[src/rtl/dpt32_pkg.sv]
package dpt32_pkg;

  localparam int unsigned NUM_WITNESS = 3;
  localparam int unsigned WIT_IDX_W = $clog2(NUM_WITNESS);
  localparam int unsigned WIT_W = 6;

  typedef enum logic [3:0] {
    S_IDLE,
    S_SPLIT,
    S_BASE,
    S_W_BASE,
    S_POW,
    S_W_MUL,
    S_W_SQP,
    S_CHK,
    S_W_SQ,
    S_FINISH
  } state_e;

  // witness bases, exact for every value below 4759123141
  function automatic logic [WIT_W-1:0] witness_base(input logic [WIT_IDX_W-1:0] idx);
    logic [WIT_W-1:0] val;
    case (idx)
      2'd0:    val = 6'd2;
      2'd1:    val = 6'd7;
      2'd2:    val = 6'd61;
      default: val = '0;
    endcase
    return val;
  endfunction

endpackage

[src/rtl/dpt32_cand_if.sv]
interface dpt32_cand_if #(
  parameter int unsigned NUMBER_BITS = 31
);
  logic                   valid;
  logic                   ready;
  logic [NUMBER_BITS-1:0] candidate;

  modport source (output valid, output candidate, input ready);
  modport sink (input valid, input candidate, output ready);
endinterface

[src/rtl/dpt32_res_if.sv]
interface dpt32_res_if;
  logic valid;
  logic ready;
  logic prime_flag;

  modport source (output valid, output prime_flag, input ready);
  modport sink (input valid, input prime_flag, output ready);
endinterface

[src/rtl/dpt32_mulmod.sv]
module dpt32_mulmod #(
  parameter int unsigned NUMBER_BITS = 31
) (
  input  logic                   clk_i,
  input  logic                   rst_ni,
  input  logic                   start_i,
  input  logic [NUMBER_BITS-1:0] a_i,
  input  logic [NUMBER_BITS-1:0] b_i,
  input  logic [NUMBER_BITS-1:0] n_i,
  output logic                   busy_o,
  output logic                   done_o,
  output logic [NUMBER_BITS-1:0] rem_o
);

  localparam int unsigned PW = 2 * NUMBER_BITS;
  localparam int unsigned CW = $clog2(PW + 1);
  localparam logic [CW-1:0] STEPS = CW'(PW);

  logic [PW-1:0]          prod_q;
  logic [NUMBER_BITS-1:0] rem_q, rem_d;
  logic [CW-1:0]          cnt_q;
  logic                   busy_q, done_q;
  logic [NUMBER_BITS:0]   trial;

  // restoring reduction, one product bit per cycle, msb first
  always_comb begin
    trial = {rem_q, prod_q[PW-1]};
    if (trial >= {1'b0, n_i}) begin
      rem_d = NUMBER_BITS'(trial - {1'b0, n_i});
    end else begin
      rem_d = trial[NUMBER_BITS-1:0];
    end
  end

  always_ff @(posedge clk_i or negedge rst_ni) begin
    if (!rst_ni) begin
      busy_q <= 1'b0;
      done_q <= 1'b0;
      cnt_q  <= '0;
    end else begin
      done_q <= 1'b0;
      if (start_i) begin
        busy_q <= 1'b1;
        cnt_q  <= STEPS;
      end else if (busy_q) begin
        cnt_q <= cnt_q - CW'(1);
        if (cnt_q == CW'(1)) begin
          busy_q <= 1'b0;
          done_q <= 1'b1;
        end
      end
    end
  end

  always_ff @(posedge clk_i) begin
    if (start_i) begin
      prod_q <= PW'(a_i) * PW'(b_i);
      rem_q  <= '0;
    end else if (busy_q) begin
      prod_q <= {prod_q[PW-2:0], 1'b0};
      rem_q  <= rem_d;
    end
  end

  assign busy_o = busy_q;
  assign done_o = done_q;
  assign rem_o  = rem_q;

endmodule

[src/rtl/deterministic_prime_test_32_unit.sv]
// channel  | dir | payload                        | handshake
// cand_i   | in  | candidate [NUMBER_BITS-1:0]    | valid / ready
// res_o    | out | prime_flag                     | valid / ready
//
// one item is in work at a time; cand_i.ready is high only while the sequencer idles.
// each modular product runs through the shared multiply/reduce unit;
// zero, one, even values and the bases go straight to the finish state.
// a finished result waits in the output register while the next item is taken.
// rst_ni clears the sequencer and the output valid asynchronously.
module deterministic_prime_test_32_unit #(
  parameter int unsigned NUMBER_BITS = 31
) (
  input  logic                clk_i,
  input  logic                rst_ni,
  dpt32_cand_if.sink          cand_i,
  dpt32_res_if.source         res_o
);

  localparam int unsigned NB = NUMBER_BITS;
  localparam int unsigned IW = dpt32_pkg::WIT_IDX_W;
  localparam logic [IW-1:0] LAST_WIT = IW'(dpt32_pkg::NUM_WITNESS - 1);

  dpt32_pkg::state_e state_q, state_d;

  logic [NB-1:0] n_q, n_d;
  logic [NB-1:0] d_q, d_d;
  logic [NB-1:0] e_q, e_d;
  logic [NB-1:0] acc_q, acc_d;
  logic [NB-1:0] sq_q, sq_d;
  logic [NB-1:0] t_q, t_d;
  logic [IW-1:0] wit_q, wit_d;
  logic          res_q, res_d;
  logic          out_valid_q, out_valid_d;
  logic          out_bit_q, out_bit_d;

  logic          mm_start, mm_busy, mm_done;
  logic [NB-1:0] mm_a, mm_b, mm_rem;

  logic [NB-1:0] cand;
  logic [NB-1:0] n_m1;
  logic          in_fire;

  assign cand    = cand_i.candidate;
  assign n_m1    = n_q - NB'(1);
  assign in_fire = cand_i.valid && cand_i.ready;

  dpt32_mulmod #(
    .NUMBER_BITS(NB)
  ) u_mulmod (
    .clk_i  (clk_i),
    .rst_ni (rst_ni),
    .start_i(mm_start),
    .a_i    (mm_a),
    .b_i    (mm_b),
    .n_i    (n_q),
    .busy_o (mm_busy),
    .done_o (mm_done),
    .rem_o  (mm_rem)
  );

  always_comb begin
    state_d     = state_q;
    n_d         = n_q;
    d_d         = d_q;
    e_d         = e_q;
    acc_d       = acc_q;
    sq_d        = sq_q;
    t_d         = t_q;
    wit_d       = wit_q;
    res_d       = res_q;
    out_valid_d = out_valid_q && !res_o.ready;
    out_bit_d   = out_bit_q;
    mm_start    = 1'b0;
    mm_a        = acc_q;
    mm_b        = sq_q;

    unique case (state_q)
      dpt32_pkg::S_IDLE: begin
        if (in_fire) begin
          n_d   = cand;
          d_d   = cand - NB'(1);
          wit_d = '0;
          if (cand <= NB'(1)) begin
            res_d   = 1'b0;
            state_d = dpt32_pkg::S_FINISH;
          end else if (cand == NB'(2) || cand == NB'(7) || cand == NB'(61)) begin
            res_d   = 1'b1;
            state_d = dpt32_pkg::S_FINISH;
          end else if (!cand[0]) begin
            res_d   = 1'b0;
            state_d = dpt32_pkg::S_FINISH;
          end else begin
            state_d = dpt32_pkg::S_SPLIT;
          end
        end
      end
      dpt32_pkg::S_SPLIT: begin
        // strip factors of two from n-1
        if (!d_q[0]) begin
          d_d = {1'b0, d_q[NB-1:1]};
        end else begin
          state_d = dpt32_pkg::S_BASE;
        end
      end
      dpt32_pkg::S_BASE: begin
        // base mod n through the shared unit, times one
        mm_start = 1'b1;
        mm_a     = NB'(dpt32_pkg::witness_base(wit_q));
        mm_b     = NB'(1);
        state_d  = dpt32_pkg::S_W_BASE;
      end
      dpt32_pkg::S_W_BASE: begin
        if (mm_done) begin
          sq_d    = mm_rem;
          acc_d   = NB'(1);
          e_d     = d_q;
          state_d = dpt32_pkg::S_POW;
        end
      end
      dpt32_pkg::S_POW: begin
        mm_start = 1'b1;
        if (e_q[0]) begin
          state_d = dpt32_pkg::S_W_MUL;
        end else begin
          mm_a    = sq_q;
          state_d = dpt32_pkg::S_W_SQP;
        end
      end
      dpt32_pkg::S_W_MUL: begin
        if (mm_done) begin
          acc_d = mm_rem;
          if (e_q == NB'(1)) begin
            t_d     = d_q;
            state_d = dpt32_pkg::S_CHK;
          end else begin
            mm_start = 1'b1;
            mm_a     = sq_q;
            state_d  = dpt32_pkg::S_W_SQP;
          end
        end
      end
      dpt32_pkg::S_W_SQP: begin
        if (mm_done) begin
          sq_d    = mm_rem;
          e_d     = {1'b0, e_q[NB-1:1]};
          state_d = dpt32_pkg::S_POW;
        end
      end
      dpt32_pkg::S_CHK: begin
        if (t_q != n_m1 && acc_q != NB'(1) && acc_q != n_m1) begin
          mm_start = 1'b1;
          mm_a     = acc_q;
          mm_b     = acc_q;
          state_d  = dpt32_pkg::S_W_SQ;
        end else if (acc_q != n_m1 && !t_q[0]) begin
          // this base witnesses a composite
          res_d   = 1'b0;
          state_d = dpt32_pkg::S_FINISH;
        end else if (wit_q == LAST_WIT) begin
          res_d   = 1'b1;
          state_d = dpt32_pkg::S_FINISH;
        end else begin
          wit_d   = wit_q + IW'(1);
          state_d = dpt32_pkg::S_BASE;
        end
      end
      dpt32_pkg::S_W_SQ: begin
        if (mm_done) begin
          acc_d   = mm_rem;
          t_d     = {t_q[NB-2:0], 1'b0};
          state_d = dpt32_pkg::S_CHK;
        end
      end
      dpt32_pkg::S_FINISH: begin
        if (!out_valid_q || res_o.ready) begin
          out_valid_d = 1'b1;
          out_bit_d   = res_q;
          state_d     = dpt32_pkg::S_IDLE;
        end
      end
      default: begin
        state_d = dpt32_pkg::S_IDLE;
      end
    endcase
  end

  always_ff @(posedge clk_i or negedge rst_ni) begin
    if (!rst_ni) begin
      state_q     <= dpt32_pkg::S_IDLE;
      out_valid_q <= 1'b0;
      wit_q       <= '0;
    end else begin
      state_q     <= state_d;
      out_valid_q <= out_valid_d;
      wit_q       <= wit_d;
    end
  end

  always_ff @(posedge clk_i) begin
    n_q       <= n_d;
    d_q       <= d_d;
    e_q       <= e_d;
    acc_q     <= acc_d;
    sq_q      <= sq_d;
    t_q       <= t_d;
    res_q     <= res_d;
    out_bit_q <= out_bit_d;
  end

  assign cand_i.ready     = (state_q == dpt32_pkg::S_IDLE);
  assign res_o.valid      = out_valid_q;
  assign res_o.prime_flag = out_bit_q;

  a_busy_after_accept: assert property (@(posedge clk_i) disable iff (!rst_ni)
    in_fire |=> !cand_i.ready)
    else $error("input taken while an item is still in work");

  a_no_restart: assert property (@(posedge clk_i) disable iff (!rst_ni)
    mm_start |-> !mm_busy)
    else $error("shared unit started while busy");

  a_done_in_wait: assert property (@(posedge clk_i) disable iff (!rst_ni)
    mm_done |-> (state_q == dpt32_pkg::S_W_BASE || state_q == dpt32_pkg::S_W_MUL ||
                 state_q == dpt32_pkg::S_W_SQP || state_q == dpt32_pkg::S_W_SQ))
    else $error("product finished with no sequencer waiting");

  a_finish_loads: assert property (@(posedge clk_i) disable iff (!rst_ni)
    (state_q == dpt32_pkg::S_FINISH && state_d == dpt32_pkg::S_IDLE) |=> res_o.valid)
    else $error("result lost on leaving finish");

endmodule
[src/flat_wrapper.sv]
// flat-port wrapper written by rule: the top's interface ports become plain ports
module deterministic_prime_test_32_unit_flat 
#(
  parameter int unsigned NUMBER_BITS = 31
)
  (clk_i, rst_ni, cand_i_valid, cand_i_candidate, cand_i_ready, res_o_valid, res_o_prime_flag, res_o_ready);
  dpt32_cand_if #(.NUMBER_BITS(NUMBER_BITS)) cand_i_i ();
  dpt32_res_if res_o_i ();
  input  logic clk_i;
  input  logic rst_ni;
  input wire logic [$bits(cand_i_i.valid)-1:0] cand_i_valid;
  input wire logic [$bits(cand_i_i.candidate)-1:0] cand_i_candidate;
  output wire logic [$bits(cand_i_i.ready)-1:0] cand_i_ready;
  output wire logic [$bits(res_o_i.valid)-1:0] res_o_valid;
  output wire logic [$bits(res_o_i.prime_flag)-1:0] res_o_prime_flag;
  input wire logic [$bits(res_o_i.ready)-1:0] res_o_ready;
  assign cand_i_i.valid = cand_i_valid;
  assign cand_i_i.candidate = cand_i_candidate;
  assign cand_i_ready = cand_i_i.ready;
  assign res_o_valid = res_o_i.valid;
  assign res_o_prime_flag = res_o_i.prime_flag;
  assign res_o_i.ready = res_o_ready;
  deterministic_prime_test_32_unit #(.NUMBER_BITS(NUMBER_BITS)) u_core (.clk_i(clk_i), .rst_ni(rst_ni), .cand_i(cand_i_i), .res_o(res_o_i));
endmodule
[config.mk]
export PLATFORM = sky130hd
export DESIGN_NAME = deterministic_prime_test_32_unit_flat
export DESIGN_NICKNAME = d
export VERILOG_FILES = /design/src/rtl/dpt32_pkg.sv /design/src/rtl/dpt32_cand_if.sv /design/src/rtl/dpt32_res_if.sv /design/src/rtl/dpt32_mulmod.sv /design/src/rtl/deterministic_prime_test_32_unit.sv /design/src/flat_wrapper.sv
export SDC_FILE = /design/constraint.sdc
export NUM_CORES = 2
export LEC_CHECK = 0
export BUFFER_PORTS_ARGS = -buffer_cell sky130_fd_sc_hd__buf_2
export CORE_ASPECT_RATIO = 1.25
export CORE_MARGIN = 3
export CORE_UTILIZATION = 56
export DETAILED_ROUTE_END_ITERATION = 12
export MAX_ROUTING_LAYER = met4
export PLACE_DENSITY = 0.68
export SLEW_MARGIN = 40
export SYNTH_ARGS = -nofsm -noshare
export SYNTH_HDL_FRONTEND = slang
export SYNTH_SLANG_ARGS = --single-unit
[constraint.sdc]
create_clock -name clk_i -period 28.9 [get_ports clk_i]
set_clock_uncertainty 0.1 [all_clocks]
set_input_delay 4.335 -clock clk_i [delete_from_list [all_inputs] [get_ports clk_i]]
set_output_delay 4.335 -clock clk_i [all_outputs]
set_load 0.02 [all_outputs]
# Word-level counts from Yosys, hierarchy flattened

Cells that the tools add are included.

Output and inout port bits: 3
Bits in registers: 296
Input port bits: 35
Word-level logic and storage cells: 158

Add/subtract/negate cells: 5
$mul: 1
Multiplexer cells: 65
Magnitude comparators: 2
Reductions and logical operators: 33
Equal/unequal tests: 35

Operators with widths:

| kind                                                                               | number |
|---|---|
| 31-bit 2-to-1 mux                                                                  | 14 |
| 31-bit one-hot mux with 2 select lines                                             | 5 |
| 62-bit 2-to-1 mux                                                                  | 2 |
| 31-bit one-hot mux with 3 select lines                                             | 1 |
| 31-bit by 31-bit multiplier with 62-bit output                                     | 1 |
| 31-bit != test                                                                     | 2 |
| 31-bit by 1-bit subtractor with 31-bit output (second input constant)              | 2 |
| 4-bit 2-to-1 mux                                                                   | 12 |
| 4-bit one-hot mux with 9 select lines                                              | 1 |
| 32-bit by 31-bit >= comparator with 1-bit output                                   | 1 |
| 31-bit by 1-bit equality test with 1-bit output (second input constant)            | 1 |
| 31-bit by 2-bit equality test with 1-bit output (second input constant)            | 1 |
| 31-bit by 3-bit equality test with 1-bit output (second input constant)            | 1 |
| 31-bit by 6-bit equality test with 1-bit output (second input constant)            | 1 |
| 31-bit by 1-bit less-or-equal comparator with 1-bit output (second input constant) | 1 |
| 31-bit by 1-bit != test with 1-bit output (second input constant)                  | 1 |
| 31-bit subtractor                                                                  | 1 |
| 1-bit 2-to-1 mux                                                                   | 19 |
| 2-bit != test (second input constant)                                              | 9 |
| 6-bit one-hot mux with 3 select lines                                              | 1 |
| 4-bit by 3-bit equality test with 1-bit output (second input constant)             | 4 |
| 6-bit 2-to-1 mux                                                                   | 2 |
| 2-bit nonzero test                                                                 | 6 |
| 2-bit 2-to-1 mux                                                                   | 5 |
| other kinds (25)                                                                   | 47 |

# Longest topological paths before layout

Depth after elaboration: 8
Depth in mapped cells: 44
Gate-level depth less buffers: 37

# Modules after synthesis

From an unflattened synthesis, not the netlist that was laid out.

Cell total of the unflattened synthesis: 5134
Area, all modules: 48763.0 um2

By module, submodules not included:

| module                           | area an instance (um2) | seq. area each (um2) | times used | cells an instance |
|---|---|---|---|---|
| dpt32_mulmod                     | 37140.6                | 2682.6               | 1          | 4054 |
| deterministic_prime_test_32_unit | 11622.4                | 5820.6               | 1          | 1080 |

# Worst setup path before layout

No wires, ideal clock.

Kind: register -> register
From: register u_core.n_q[0]
To: register u_core.u_mulmod.prod_q[56], data pin
Library setup time: 260 ps
Required time: 28540 ps
Stages on the path, launching flop included: 41
Data arrival time: 10814 ps
Buffers on the path: 6
Clock period less this slack: 11174 ps
Path slack: 17726 ps
Cells stage by stage: edfxtp_1 -> clkbuf_1 -> inv_1 -> ha_1 -> nor4b_1 -> nand3_1 -> nor4_2 -> xnor2_1 -> o211ai_1 -> or4b_1 -> nor4_2 -> or3_1 -> buf_4 -> buf_6 -> buf_6 -> mux2i_1 -> buf_6 -> nor2_1 -> [5 not listed] -> inv_1 -> fa_1 -> inv_1 -> fa_1 -> fa_1 -> fa_1 -> fa_1 -> ha_1 -> clkbuf_1 -> nand4_1 -> or4_1 -> a211oi_1 -> o21ai_0 -> o211ai_1 -> a21boi_0 -> o21ai_0 -> xor2_1 -> mux2_2

Cells in the longest elaborated chain, start to end: 8
Elaborated cells between the ends (all ways): 11
Classes of those cells: add/sub: 1; mul: 1; eq/ne: 2; mux: 5; reduce/logical: 2

Ends and longest elaborated chain:

| what                                              | RTL line                                | RTL |
|---|---|---|
| start, declared                                   | deterministic_prime_test_32_unit.sv:25  | `logic [NB-1:0] n_q, n_d;` |
| start signal, assigned                            | deterministic_prime_test_32_unit.sv:200 | `n_q <= n_d;` |
| 31-bit by 1-bit subtractor with 31-bit output (*) | deterministic_prime_test_32_unit.sv:44  | `assign n_m1 = n_q - NB'(1);` |
| 31-bit != test                                    | deterministic_prime_test_32_unit.sv:150 | `if (t_q != n_m1 && acc_q != NB'(1) && acc_q != n_m1) begin` |
| 1-bit logical AND                                 | deterministic_prime_test_32_unit.sv:150 |  |
| 1-bit logical AND (*)                             | deterministic_prime_test_32_unit.sv:150 |  |
| 31-bit 2-to-1 mux                                 | deterministic_prime_test_32_unit.sv:150 |  |
| 31-bit one-hot mux with 2 select lines            | deterministic_prime_test_32_unit.sv:77  | `unique case (state_q)` |
| 31-bit by 31-bit multiplier with 62-bit output    | dpt32_mulmod.sv:57                      | `prod_q <= PW'(a_i) * PW'(b_i);` |
| 62-bit 2-to-1 mux (*)                             | dpt32_mulmod.sv:56                      | `if (start_i) begin` |
| end signal, assigned                              | dpt32_mulmod.sv:57                      |  |
| end signal, assigned                              | dpt32_mulmod.sv:60                      | `prod_q <= {prod_q[PW-2:0], 1'b0};` |
| end, declared                                     | dpt32_mulmod.sv:19                      | `logic [PW-1:0] prod_q;` |

Mark *: on every way between the ends. The rest lies on a longest branch, timed or not.
A chain may end at the register's enable or synchronous reset.

# Worst setup path in the final report

From: register u_core.n_q[7]
To: register u_core.u_mulmod.prod_q[58], data pin

Same word-level chain as after synthesis.

==> flow_summary.json <==
{
  "status": "finished clean",
  "cts_resized": 0,
  "start_util_pct": 56.6,
  "fp-row-count": 119,
  "clk_latency_ns": 0.58,
  "worstRegToRegCells": 35,
  "synthCells": 5080,
  "slowest_stage": "o41ai_2",
  "vdd_ir_drop_max_mv": 0.0499,
  "drc": 0,
  "num_io_pins": 38,
  "final_common_cell": "fa_1",
  "synth_ff_type": "edfxtp_1",
  "core_area_mm2": 0.0844,
  "async_reset_ff_share_pct": 5.07,
  "path_max_fanout": 38,
  "die_w_um": 267,
  "die-area_mm2": 0.0889,
  "critical_path_required_ns": 29.10,
  "max_slew.worst_pin.slew_ns": 0.850,
  "postSynthAreaPerCell_um2": 9.41,
  "gr-total-overflow": 0,
  "rsz0062_at_grt": "false",
  "drt-met1-wl_mm": 51.2,
  "dpl.hpwl_mm": 120,
  "netlist_top_cells_area": "fa_1, edfxtp_1, ha_1, inv_1, nor2_1",
  "total_power_w": 0.000920,
  "max_slew_margin_pct": 42.7,
  "clock_sinks": 296,
  "drt-total-wl_mm": 156,
  "hold_path_class": "reg2reg",
  "start_kind": "register",
  "cpPeakStageDelay_ns": 0.85,
  "avgViaCountPerCell": 6.06,
  "globalplace.congestion": 0.998,
  "ys_ff_latch": 296,
  "setup_violations": 0,
  "fin_ws_ns": 14.45,
  "clkTransAtPathRegs_ns": 0.06,
  "postSynthNetCount": 6251,
  "cts_setup_buffers": 0,
  "cts_buffers": 34,
  "grt_max_degree": 84,
  "path_common_cell": "fa_1",
  "timing.fmax_mhz": 69.2,
  "slew_viol_final": 0,
  "area_delta_synth_final_pct": 5.37,
  "dr.pass1.iters": 6,
  "routed-wl-met3_mm": 11.3,
  "grtUsageTotal_pct": 36.8,
  "final_hold_viol_count": 0,
  "place_ws_ns": 14.76,
  "min_period_over_period_pct": 50.0,
  "cts_tree": "done",
  "antenna_left": 0,
  "grt_pass1_vias": 39295,
  "path_class": "reg2reg",
  "numPortBuffers": 37,
  "grt_pass1_wl_mm": 235,
  "cellLeakagePower_nw": 24.4,
  "cp.arrival_ns": 14.65,
  "synth-edff-count": 250,
  "max-cap-violations": 0,
  "clock_path_buffers": 3,
  "power.density_mw_per_mm2": 18.3,
  "setup-tns-final_ns": 0,
  "wire_per_inst_um": 25.5,
  "num_vias": 37008,
  "htreeDepth": 2,
  "mostFrequentLayoutCells": "fa_1, inv_1, nor2_1, nand2_1, ha_1",
  "crit_path_end_kind": "register",
  "synth-seq-area-share_pct": 17.8,
  "wl_met2_mm": 76.3,
  "netlist.top_cell.by_area": "fa_1",
  "fillers": 7294,
  "yosys.area.top_type_share_pct": 35.1,
  "dieHeight_um": 333,
  "routed.top_layer": "met4",
  "hold_path_depth": 0,
  "ctsHoldBuffers": 0,
  "antenna_found_initial": 2,
  "drive_gt1_share_pct": 8.14,
  "final_nets": 6157,
  "clockRootBuffer": "clkbuf_16",
  "drt_iter0_drc": 2831,
  "yosys.cell_types.count": 85,
  "yosysWarnings": 0,
  "syn_area_mm2": 0.0478,
  "finalCriticalPeriod_ns": 14.45,
  "reg2reg_setup_slack_ns": 14.45
}
## metal layers
layer,vias to the layer above,track usage [%]
met5,-,-
li1,16008,-
met3,728,5.93
met2,1681,60.8
met1,18591,38.7
met4,0,30.4
## area by class of cell
class	instances	area [um^2]	share of cell area [%]
multi-input combinational	3671	35200	69.9
sequential	296	8500	16.9
tap	1089	1360	2.70
timing repair buffer	145	1000	1.98
clock buffer	41	918	1.82
clock inverter	21	251	0.499
antenna	1	2.50	0.00497
inverter	838	3150	6.24
## cell families (layout without fill, tap and decap cells)
| family | count (synthesis) | after routing | share of synthesized area (%) |
|---|---|---|---|
| and+or+nand+nor | 1610 | 1610 | 14.9 |
| xor gates and xnor gates | 175 | 175 | 3.23 |
| DFF | 296 | 296 | 17.8 |
| adders and majority gates | 1136 | 1136 | 42.9 |
| buffers and inverters | 1113 | 1045 | 9.11 |
| muxes | 191 | 191 | 4.40 |
| AOI/OAI and AO/OA | 559 | 559 | 7.66 |
| other | 0 | 1 | 0 |
## sequential cells by signal, indices dropped and copies added (netlist names), 31 cells and up
signal,cells
u_core.u_mulmod.prod_q,62
u_core.acc_q,31
u_core.u_mulmod.rem_o,31
u_core.sq_q,31
u_core.t_q,31
u_core.d_q,31
u_core.n_q,31
u_core.e_q,31
## path summary, 6_finish.rpt
path / startpoint / to
max in group asynchronous: rst_ni / u_core.u_mulmod.busy_o
min: u_core.u_mulmod.rem_o[15] / u_core.sq_q[15]
max reg2reg: u_core.n_q[7] / u_core.u_mulmod.prod_q[58]
min reg2reg: u_core.u_mulmod.rem_o[15] / u_core.sq_q[15]
min in group asynchronous: rst_ni / u_core.res_o.valid
max: u_core.n_q[7] / u_core.u_mulmod.prod_q[58]
## Yosys cell counts (38+ instances only)
master / count
fa_1: 838
inv_1: 838
nor2_1: 612
nand2_1: 559
ha_1: 298
edfxtp_1: 250
clkbuf_1: 201
mux2_2: 137
a21oi_1: 127
o21ai_0: 124
xnor2_1: 121
nand3_1: 69
nor2b_1: 61
a21o_1: 54
and2_1: 53
xor2_1: 53
nor3_1: 52
mux2i_1: 49
buf_2: 44
a211oi_1: 40
nand4_1: 38
## where the power goes
part / switching, W / internal, W
combinational: 0.00000614 / 0.00000407
sequential: 0.00000000000000000000254 / 0.000458
clock: 0.000192 / 0.000259
## critical path, delay by kind of cell, from the launching register on
family          cells  cell delay (ns)
flops               1             0.54
buf+inv             6             1.32
xor+xnor            2             0.50
simple gates        8             3.61
fa+ha+maj           9             4.50
mux                 1             0.69
compound gates      9             2.84
## metrics by stage
step	util, %	std cells	hold slack [ns]	cell area (um^2)
6_report	59.7	6102	0.401	50400
5_1_grt	59.7	6102	0.416	50400
4_1_cts	59.7	6101	0.399	50400
3_5_place_dp	58.3	6039	0.374	49200
3_3_place_gp	58.2	6039	0.373	49200
2_1_floorplan	-	5080	0.300	47800
Note: power is estimated with default switching activity, not from simulation.
